### config.mk
export PLATFORM = sky130hd
export DESIGN_NAME = rldc_controller
export DESIGN_NICKNAME = d
export VERILOG_FILES = /design/src/rtl/core/rldc_pkg.sv /design/src/rtl/core/rldc_controller.sv
export SDC_FILE = /design/constraint.sdc
export NUM_CORES = 1
export LEC_CHECK = 0
export ABC_CLOCK_PERIOD_IN_PS = 1500
export BUFFER_PORTS_ARGS = -buffer_cell sky130_fd_sc_hd__buf_2
export CORE_AREA = 2 2 39 41
export DETAILED_ROUTE_END_ITERATION = 8
export DIE_AREA = 0 0 41 43
export PLACE_DENSITY_LB_ADDON = 0.25
export SLEW_MARGIN = 20
export SYNTH_ARGS = -nofsm -noshare
export SYNTH_HDL_FRONTEND = slang
export SYNTH_SLANG_ARGS = --single-unit
### constraint.sdc
create_clock -name clock -period 1.5 [get_ports clock]
set_input_delay 0.15 -clock clock [delete_from_list [all_inputs] [get_ports clock]]
set_output_delay 0.15 -clock clock [all_outputs]
set_load 0.01 [all_outputs]
### src/rtl/core/rldc_pkg.sv
// Shared types and constants for the region list diff counter.
// No dependencies.
package rldc_pkg;
   localparam int MaxRegions = 256;
   localparam int IdxW = $clog2(MaxRegions);
   localparam int CntW = $clog2(MaxRegions + 1);

   typedef enum logic [1:0] {
      MODE_LOAD = 2'd0, MODE_PROBE = 2'd1, MODE_FINISH = 2'd2, MODE_NONE = 2'd3
   } mode_type;

   typedef enum logic [2:0] {
      ST_IDLE, ST_PROBE_RD, ST_PROBE_CMP, ST_FIN_RD, ST_FIN_CHK, ST_CLEAR, ST_OUT
   } state_type;

   typedef struct packed {
      logic load;
      logic probe_start;
      logic probe_cmp;
      logic fin_start;
      logic fin_chk;
      logic clear_done;
   } cmd_type;

   typedef struct packed {
      logic table_full;
      logic scan_last;
      logic hit;
   } stat_type;
endpackage

### src/rtl/core/rldc_controller.sv
// Sequencer for load, probe scan, finish scan and clear.
// Depends on rldc_pkg.
module rldc_controller import rldc_pkg::*; (
   input  logic     clock,
   input  logic     reset,
   input  logic     req_valid,
   input  logic [1:0] req_mode,
   output logic     req_ready,
   output logic     rsp_valid,
   input  logic     rsp_ready,
   output logic     snap,
   output cmd_type  cmd,
   input  stat_type stat
);
   state_type state_ff, state_in;
   logic      rsp_ff, rsp_in;

   always_ff @(posedge clock) begin
      if (reset) begin
         state_ff <= ST_IDLE;
         rsp_ff   <= 1'b0;
      end else begin
         state_ff <= state_in;
         rsp_ff   <= rsp_in;
      end
   end

   always_comb begin
      state_in  = state_ff;
      rsp_in    = rsp_ff && !rsp_ready;
      cmd       = '0;
      snap      = 1'b0;
      req_ready = 1'b0;
      case (state_ff)
         ST_IDLE: begin
            req_ready = 1'b1;
            if (req_valid) begin
               case (mode_type'(req_mode))
                  MODE_LOAD:   cmd.load = 1'b1;
                  MODE_PROBE: begin
                     cmd.probe_start = 1'b1;
                     state_in = ST_PROBE_RD;
                  end
                  MODE_FINISH: begin
                     cmd.fin_start = 1'b1;
                     state_in = ST_FIN_RD;
                  end
                  default: ;
               endcase
            end
         end
         ST_PROBE_RD:  state_in = ST_PROBE_CMP;
         ST_PROBE_CMP: begin
            cmd.probe_cmp = 1'b1;
            state_in = (stat.hit || stat.scan_last) ? ST_IDLE : ST_PROBE_RD;
         end
         ST_FIN_RD:    state_in = ST_FIN_CHK;
         ST_FIN_CHK: begin
            cmd.fin_chk = 1'b1;
            state_in = stat.scan_last ? ST_OUT : ST_FIN_RD;
         end
         ST_OUT: begin
            if (!rsp_ff || rsp_ready) begin
               snap = 1'b1;
               rsp_in = 1'b1;
               state_in = ST_CLEAR;
            end
         end
         ST_CLEAR: begin
            cmd.clear_done = 1'b1;
            state_in = ST_IDLE;
         end
         default: state_in = ST_IDLE;
      endcase
   end

   assign rsp_valid = rsp_ff;
endmodule

# Word-level counts from Yosys, hierarchy flattened
# Index checks and enable logic that the tools add are counted.
# classes
eq_ne	11
mux	21
reduce_logical	8
# op_table
op	n
$pmux 3 s6	1
$mux 1	14
$eq 3x3->1 const B	3
$mux 3	3
$eq 3x2->1 const B	2
$pmux 3 s2	1
$mux 2	2
$ne 2x2->1 const B	2
$eq 3x1->1 const B	1
$logic_not 3->1	1
$ne 3x1->1 const B	1
$reduce_and 3->1	1
$eq 2x1->1 const B	1
$eq 2x2->1 const B	1
$logic_not 1->1	2
$logic_not 2->1	1
$logic_or 1x1->1	2
$logic_and 1x1->1	1
# totals
reg_bits	4
input_bits	9
output_inout_bits	9
elab_cells	42

# Longest topological paths before layout
# Gate-level depths: netlist of the first run.
# logic_depth
ltp_word	4
mapped_depth	4
ltp_nobuf	3

# Worst setup path after synthesis of the first run
# OpenSTA, ideal clock, no wires.
# synth_path
path_type	register -> output
startpoint	register state_ff[0]
endpoint	output port cmd[5] in the netlist's numbering
t_arrival_ns	1.179
t_required_ns	1.350
path_slack_ns	0.171
path_stages_with_launch	4
path_buffers	1
cell_sequence	dfxtp_1 -> buf_2 -> or3_4 -> nor4b_2
# synth_lines
item	line	text
start: declaration	rldc_controller.sv:15	state_type state_ff, state_in;
start signal: assignment	rldc_controller.sv:23	state_ff <= state_in;
end: declaration	rldc_controller.sv:12	output cmd_type cmd,

==> results.sh, run 1 <==
export IMPL_critPathRequiredTime_ps=1350
export IMPL_port_buffers=16
export IMPL_cts_resized=0
export IMPL_fin_area_um2=423
export IMPL_root_buffer="clkbuf_4"
export IMPL_synth_cell_types=24
export IMPL_crit_fanout=4
export IMPL_tightest_slew_ps=318
export IMPL_grt_ovfl_total=0
export IMPL_insertion_delay_ps=230
export IMPL_end_kind="output port"
export IMPL_first_pass_iters=2
export IMPL_cp_arrival_ps=1310
export IMPL_wl_per_cell_um=9.23
export IMPL_dp_slack_ps=246
export IMPL_layout_common_cells="buf_2 (16), nor2_1 (4), dfxtp_1 (4), clkbuf_4 (3), buf_4 (3)"
export IMPL_met1_length_um=291
export IMPL_grt_start_max_net_pins=12
export IMPL_antenna_found_initial=0
export IMPL_cts_sinks=4
export IMPL_cpPeakStageDelay_ps=410
export IMPL_postCtsSetupBuffers=0
export IMPL_area_growth_pct=44.4
export IMPL_synth_seq_cells=4
export IMPL_dpl_instance_area_um2=400
export IMPL_power_density_nw_per_um2=896
export IMPL_fmax_ghz=0.686
export IMPL_start_kind="flop"
export IMPL_maxCapViolations=0
export IMPL_dr_wl_met3_um=49
export IMPL_synth_nets=45
export IMPL_ir_drop_v=0.000243
export IMPL_synth_top_area_share_pct=27.4
export IMPL_crit_type="reg2out"
export IMPL_ant_nets=0
export IMPL_grt_use_total_pct=8.94
export IMPL_grt_pass1_wl_um=1040
export IMPL_route_detailed_drc=0
export IMPL_met2_wirelength_um=314
export IMPL_dieArea_um2=1760
export IMPL_rsz0062_at_grt="true"
export IMPL_detailed_place_hpwl_um=508
export IMPL_wirelength_um=655
export IMPL_cp_top_family="simple AND/OR/NAND/NOR gates"
export IMPL_yosys_area_top_type="dfxtp_1"
export IMPL_cp_slowest_cell="or3_4"
export IMPL_status="complete, no violations"
export IMPL_slew_headroom_pct=78.2
export IMPL_leakagePower_uw=0.000198
export IMPL_layout_setup_ws_ps=42.7
export IMPL_setup_viol_count_final=0
export IMPL_initial_core_util_pct=21.2
export IMPL_num_vias=318
export IMPL_clock_path_buffers=2
export IMPL_cts_max_level=1
export IMPL_cts_tree="yes"
export IMPL_period_share_pct=97.2
export IMPL_die_y_um=43
export IMPL_report_final_slew_viol_count=0
export IMPL_drt_vias_per_instance=4.48
export IMPL_first_iter_violations=2
export IMPL_grt_pass1_vias=275
export IMPL_hold_path_class="in2reg"
export IMPL_cts_hold_buf=0
export IMPL_io_pins=18
export IMPL_whs_ps=123
export IMPL_clock_skew_final_ps=5.10
export IMPL_syn_area_per_cell_um2=8.13
export IMPL_syn_cell_area_um2=293
export IMPL_num_rows=14
export IMPL_final_nets=66
export IMPL_path_clk_slew_ps=40
export IMPL_die_w_um=41
export IMPL_gp_congestion=0.703
export IMPL_top_layer="met3"
export IMPL_period_minus_slack_ps=1460
export IMPL_hold_viol=0
export IMPL_crit_buf_inv=1
export IMPL_seq_area_frac_synth_pct=27.4
export IMPL_ys_warn_count=0
export IMPL_final_common_cell="buf_2"
export IMPL_drive_above_1_share_pct=50.9
export IMPL_path_cells="or3_4 -> nor4b_2 -> buf_2"
export IMPL_synth_area_top_cells="dfxtp_1 (27%), buf_2 (5.1%), nor2_1 (5.1%), nor3b_1 (5.1%), nor4b_2 (5.1%)"
export IMPL_synthesis_instances=36
export IMPL_cts_buffers=3
export IMPL_diodes=0
export IMPL_coreArea_um2=1380
==> where the power goes <==
part	leakage, uW	switching, uW	internal [uW]
registers	0.0000326	3.96	116
clock network	0.0000138	44.3	89.5
logic	0.000152	62.6	63.2
==> routing by layer <==
metal  global-route usage, %  up-vias
met5                       0        -
met4                    8.00        0
met3                    3.14        0
met2                    13.4        9
met1                    9.00      141
li1                        -      168
==> what timing repair did <==
item,4_1_cts,5_1_grt
endpoints found under the hold margin,0,0
setup endpoints to repair,1,2
pin swaps,2,1
==> registers in the layout (all words and copies together), names as in the netlist <==
signal / count
rsp_valid: 1
state_ff: 3
==> cells by family (layout without fill, tap and decap cells) <==
group                     after synthesis  after routing  synth area share (%)
buffers and inverters                   5             24                  7.69
xor gates and xnor gates                1              1                  2.99
and+or+nand+nor                        17             17                  38.9
DFF                                     4              4                  27.4
muxes                                   1              1                  3.85
AOI/OAI and AO/OA                       8              8                  19.2
==> worst paths after layout <==
path | slack (ps) | from | cells after the start | end
hold / removal | 120 | reset | 2 | state_ff[2]
hold reg to reg | 610 | state_ff[0] | 2 | state_ff[1]
setup / recovery | 40 | state_ff[0] | 3 | cmd[5]
setup reg to reg | 340 | rsp_valid | 3 | state_ff[1]
==> stage by stage <==
step / power, uW / util [%] / setup TNS, ps / instances
after global placement: 248 / 28.9 / 0 / 68
after global routing: 413 / 30.6 / -45.1 / 71
final: 379 / 30.6 / 0 / 71
after detailed placement: 249 / 28.9 / 0 / 68
after floorplan: 203 / - / 0 / 36
after CTS: 384 / 30.6 / 0 / 71
==> area by class of cell <==
cell class                      instances  area (um2)
Inverter                                2        7.51
Tap cell                               16        20.0
Timing Repair Buffer                   19         103
Fill cell                             158         961
Multi-Input combinational cell         27         190
Clock buffer                            3        22.5
Sequential cell                         4        80.1
==> cell usage after synthesis <==
cell       instances
mux2_2             1
and4b_1            1
dfxtp_1            4
a311o_2            1
o21ai_0            1
or3_4              1
nor3b_1            2
a21oi_1            2
nor2b_1            1
nor2_1             4
o21a_1             1
and3b_2            1
inv_2              1
buf_2              3
xor2_1             1
a21boi_0           1
inv_1              1
nand3b_1           1
nand2b_1           1
nor4b_2            1
o22ai_1            1
nor3_1             2
nand2_1            2
a2111oi_0          1
Note: power is estimated with default switching activity, not from simulation.
==> inputs of run 2 (changes only) <==
--- a/config.mk
+++ b/config.mk
@@ -5,11 +5,13 @@
 export SDC_FILE = /design/constraint.sdc
 export NUM_CORES = 1
 export LEC_CHECK = 0
+export ABC_AREA = 1
 export ABC_CLOCK_PERIOD_IN_PS = 1500
 export BUFFER_PORTS_ARGS = -buffer_cell sky130_fd_sc_hd__buf_2
 export CORE_AREA = 2 2 39 41
 export DETAILED_ROUTE_END_ITERATION = 8
 export DIE_AREA = 0 0 41 43
+export MAX_ROUTING_LAYER = met4
 export PLACE_DENSITY_LB_ADDON = 0.25
 export SLEW_MARGIN = 20
 export SYNTH_ARGS = -nofsm -noshare
==> run 2 against run 1 <==
  * Clock skew down 1.3 ps
  * Highest routed layer is now met4
  * Critical path depth rose by 3
  * Global-route usage increased by 1.4 points
  * Routed wire length increased by 17%
  * Cell count rose by 27%
  * Clock power grew 5%
  * Critical path type unchanged
  * Register-to-register slack barely moved
==> results.sh, run 2 <==
export IMPL_status="complete, no violations"
export IMPL_wl_per_cell_um=8.53
export IMPL_yosys_area_top_type="dfxtp_1"
export IMPL_grt_pass1_wl_um=1160
export IMPL_cts_tree="yes"
export IMPL_power_density_nw_per_um2=989
export IMPL_leakagePower_uw=0.000254
export IMPL_wirelength_um=768
export IMPL_ys_async_sr_fraction_pct=0
export IMPL_cts_buffers=3
export IMPL_path_clk_slew_ps=40
export IMPL_layout_common_cells="buf_2 (16), inv_1 (9), nor2_1 (9), nand2_1 (9)"
export IMPL_synth_edf_count=0
export IMPL_cp_arrival_ps=1220
export IMPL_insertion_delay_ps=240
export IMPL_die_y_um=43
export IMPL_synth_area_top_cells="dfxtp_1 (24%), inv_1 (10%), nand2_1 (10%), nor2_1 (10%), nor2_4 (6.8%)"
export IMPL_die_w_um=41
export IMPL_crit_type="reg2out"
export IMPL_layout_setup_ws_ps=126
export IMPL_clock_path_buffers=2
export IMPL_report_final_slew_viol_count=0
export IMPL_yosys_top_cells_count="inv_1 (9), nand2_1 (9), nor2_1 (9)"
export IMPL_setup_viol_count_final=0
export IMPL_coreArea_um2=1380
export IMPL_synth_top_area_share_pct=24.3
export IMPL_route_detailed_drc=0
export IMPL_dpl_instance_area_um2=418
export IMPL_synthesis_instances=54
export IMPL_ys_warn_count=0
export IMPL_grt_start_max_net_pins=9
export IMPL_maxCapViolations=0
export IMPL_drt_vias_per_instance=4.27
export IMPL_dp_slack_ps=334
export IMPL_crit_fanout=6
export IMPL_fin_area_um2=459
export IMPL_syn_cell_area_um2=329
export IMPL_tightest_slew_ps=228
export IMPL_regMostFlops="state_ff"
export IMPL_grt_ovfl_total=0
export IMPL_synth_seq_cells=4
export IMPL_antenna_found_initial=0
export IMPL_detailed_place_hpwl_um=600
export IMPL_hold_viol=0
export IMPL_area_growth_pct=39.5
export IMPL_final_nets=85
export IMPL_drive_above_1_share_pct=45.9
export IMPL_seq_area_frac_synth_pct=24.3
export IMPL_grt_use_total_pct=10.4
export IMPL_synth_cell_types=15
export IMPL_io_pins=18
export IMPL_synth_nets=63
export IMPL_initial_core_util_pct=23.8
export IMPL_end_kind="output port"
export IMPL_first_pass_iters=4
export IMPL_ant_nets=0
export IMPL_slew_headroom_pct=84.7
export IMPL_diodes=0
export IMPL_clock_skew_final_ps=3.82
export IMPL_hold_path_class="in2reg"
export IMPL_gp_congestion=0.662
export IMPL_cts_sinks=4
export IMPL_period_share_pct=91.6
export IMPL_fmax_ghz=0.728
export IMPL_start_kind="flop"
export IMPL_largest_register_ff_count=3
export IMPL_final_common_cell="buf_2"
export IMPL_first_iter_violations=5
export IMPL_port_buffers=16
export IMPL_ir_drop_v=0.000262
export IMPL_num_rows=14
export IMPL_period_minus_slack_ps=1370
export IMPL_num_vias=384
export IMPL_synth_flop_cell="dfxtp_1"
export IMPL_cts_max_level=1
export IMPL_grt_pass1_vias=304
export IMPL_root_buffer="clkbuf_4"
export IMPL_dieArea_um2=1760
export IMPL_critPathRequiredTime_ps=1350
export IMPL_syn_area_per_cell_um2=6.09
-- run 2: cell families (layout without fill, tap and decap cells) --
group | count (synthesis) | in the layout | share of synthesized area, %
buf+inv | 13 | 33 | 17.1
flops | 4 | 4 | 24.3
simple gates | 34 | 34 | 52.9
compound gates | 3 | 3 | 5.70
-- run 2: through the flow --
step / std cells / total power (uW) / hold WS [ps] / util, % / TNS (ps)
6_report: 90 / 454 / 96.3 / 33.2 / 0
5_1_grt: 90 / 491 / 103 / 33.2 / -2.75
4_1_cts: 88 / 435 / 98.7 / 31.8 / 0
3_5_place_dp: 85 / 288 / 356 / 30.2 / 0
3_3_place_gp: 85 / 288 / 353 / 30.2 / 0
2_1_floorplan: 54 / 252 / 222 / - / 0
-- run 2: area by class of cell --
| cell class | instances | area (um2) |
|---|---|---|
| clock buffers | 3 | 22.5 |
| fillers | 154 | 925 |
| inverters | 12 | 45.0 |
| multi-input cells | 37 | 193 |
| flip-flops and latches | 4 | 83.8 |
| well taps | 16 | 20.0 |
| repair buffers | 18 | 95.1 |
-- run 2: report_power, final --
part	switching (uW)	internal, uW	total (uW)
combinational	92.0	77.9	170
sequential	23.2	120	143
clock	51.0	90.0	141
-- run 2: path summary, 6_finish.rpt --
path | from | to | slack (ps) | cells past startpoint
setup reg to reg | state_ff[2] | state_ff[1] | 350 | 8
setup / recovery | state_ff[2] | cmd[5] | 130 | 6
hold reg to reg | state_ff[2] | state_ff[2] | 580 | 2
hold / removal | reset | state_ff[2] | 100 | 2
-- run 2: what timing repair did --
item / in CTS / in global routing
resized for setup: 0 / 3
endpoints found under the setup margin: 0 / 4
hold buffers: 0 / 0
buffers inserted: 0 / 2
endpoints found under the hold margin: 0 / 0
-- run 2: per-layer routing --
metal	global-route usage, %	wire, um
met5	-	0
met4	10.0	23
met3	3.14	48
met2	12.5	344
met1	12.8	352
-- run 2: critical path: stages (launching register included) --
cell     delay, ps
dfxtp_2        350
inv_2           80
nand2_2         70
nor2_4         140
inv_2           60
nor4_2         110
buf_2          160
==> inputs of run 3 (changes only) <==
--- a/config.mk
+++ b/config.mk
@@ -6,8 +6,9 @@
 export NUM_CORES = 1
 export LEC_CHECK = 0
 export ABC_AREA = 1
-export ABC_CLOCK_PERIOD_IN_PS = 1500
+export ABC_CLOCK_PERIOD_IN_PS = 1650
 export BUFFER_PORTS_ARGS = -buffer_cell sky130_fd_sc_hd__buf_2
+export CAP_MARGIN = 10
 export CORE_AREA = 2 2 39 41
 export DETAILED_ROUTE_END_ITERATION = 8
 export DIE_AREA = 0 0 41 43
==> constraint.sdc (replaced) <==
create_clock -name clock -period 1.65 [get_ports clock]
set_input_delay 0.165 -clock clock [delete_from_list [all_inputs] [get_ports clock]]
set_output_delay 0.165 -clock clock [all_outputs]
set_load 0.01 [all_outputs]
==> run 3 against run 2 <==
  * Cell area decreased by 4.1%
  * Via count decreased by 4.7%
  * Clock skew barely moved
  * Utilization fell by 1.4 points
  * Worst setup slack gained 110 ps
  * Worst hold slack improved by 45 ps
  * Critical path type unchanged
  * Sequential power shrank 11%
  * Cell count shrank 2.2%
  * Sequential share of layout area is 0.074 points lower
==> results.sh, run 3 (synthesis results as in run 2) <==
export IMPL_maxCapViolations=0
export IMPL_start_kind="flop"
export IMPL_coreArea_um2=1380
export IMPL_final_common_cell="buf_2"
export IMPL_postCtsSetupBuffers=0
export IMPL_cts_hold_buf=0
export IMPL_insertion_delay_ps=230
export IMPL_first_iter_violations=1
export IMPL_port_buffers=16
export IMPL_r2r_start="state_ff[1]"
export IMPL_ir_drop_v=0.000269
export IMPL_setup_viol_count_final=0
export IMPL_drive_above_1_share_pct=40.3
export IMPL_rsz0062_at_grt="false"
export IMPL_cts_tree="yes"
export IMPL_end_kind="output port"
export IMPL_period_share_pct=86.0
export IMPL_dp_slack_ps=471
export IMPL_crit_type="reg2out"
export IMPL_slew_headroom_pct=77.0
export IMPL_period_minus_slack_ps=1420
export IMPL_crit_fanout=6
export IMPL_diodes=0
export IMPL_drt_vias_per_instance=4.16
export IMPL_multiInputGateArea_um2=193
export IMPL_power_density_nw_per_um2=865
export IMPL_grt_pass1_vias=309
export IMPL_largest_register_ff_count=3
export IMPL_die_y_um=43
export IMPL_clock_skew_final_ps=3.50
export IMPL_status="complete, no violations"
export IMPL_route_detailed_drc=0
export IMPL_layout_common_cells="buf_2 (16), inv_1 (9), nor2_1 (9), nand2_1 (9)"
export IMPL_leakagePower_uw=0.000244
export IMPL_fmax_ghz=0.705
export IMPL_power_total_uw=381
export IMPL_tns_ps=0
export IMPL_detailed_place_hpwl_um=588
export IMPL_first_pass_iters=2
export IMPL_cp_arrival_ps=1250
export IMPL_dieArea_um2=1760
export IMPL_fin_util_pct=31.8
export IMPL_seq_area_um2=80.1
export IMPL_cts_max_level=1
export IMPL_io_pins=18
export IMPL_regMostFlops="state_ff"
export IMPL_gp_congestion=0.662
export IMPL_hp_start="reset"
export IMPL_antenna_found_initial=0
export IMPL_hold_path_class="in2reg"
export IMPL_wirelength_um=697
export IMPL_grt_pass1_wl_um=1150
export IMPL_cts_sinks=4
export IMPL_cts_resized=0
export IMPL_critPathRequiredTime_ps=1480
export IMPL_tightest_slew_ps=345
export IMPL_final_nets=83
export IMPL_grt_start_max_net_pins=9
export IMPL_initial_core_util_pct=23.8
export IMPL_ff2ff_setup_slack_ps=560
export IMPL_clock_path_buffers=2
export IMPL_grt_use_total_pct=9.65
export IMPL_worstSetupStartpoint="state_ff[2]"
export IMPL_fillers=161
export IMPL_ant_nets=0
export IMPL_wl_per_cell_um=7.92
export IMPL_num_rows=14
export IMPL_cts_buffers=3
export IMPL_die_w_um=41
export IMPL_layout_setup_ws_ps=231
export IMPL_report_final_slew_viol_count=0
export IMPL_num_vias=366
export IMPL_hold_viol=0
export IMPL_path_clk_slew_ps=40
export IMPL_grt_ovfl_total=0
export IMPL_root_buffer="clkbuf_4"
export IMPL_area_growth_pct=33.8
==> run 3: cell count changes in the layout (fill, tap and decap cells not counted), sizes merged <==
cell and change:
buf -2
==> run 3: layer usage <==
metal	up-vias	routed length, um	track usage [%]
met2	13	301	12.8
met3	0	48	3.14
met5	-	0	-
li1	204	-	-
met4	0	0	6.00
met1	149	348	12.1
==> run 3: area by class of cell <==
| type | instances | share of cell area (%) |
|---|---|---|
| clock buffer | 3 | 5.11 |
| multi-input combinational | 37 | 43.8 |
| inverter | 12 | 10.2 |
| tap | 16 | 4.55 |
| sequential | 4 | 18.2 |
| timing repair buffer | 16 | 18.2 |
==> run 3: final timing paths <==
kind | to | cells after the start
hold / removal | rsp_valid | 2
setup reg to reg | state_ff[1] | 6
hold reg to reg | rsp_valid | 4
setup / recovery | cmd[5] | 6
==> run 3: power breakdown <==
group	switching, uW	internal [uW]	total [uW]
registers	20.6	107	127
clock network	40.4	81.4	122
logic	79.8	51.9	132
==> run 3: stage by stage <==
| stage | instance area (um2) | hold slack (ps) | cells |
|---|---|---|---|
| finish | 440 | 141 | 88 |
| global route | 440 | 133 | 88 |
| CTS | 440 | 137 | 88 |
| detailed placement | 418 | 380 | 85 |
| global placement | 418 | 368 | 85 |
| floorplan | 329 | 237 | 54 |
==> run 3: worst max-delay path, cell delays in order (launching register included) <==
cell	delay (ps)
dfxtp_1	360
inv_2	100
nand2_2	70
nor2_4	140
inv_2	70
nor4_2	120
buf_2	160
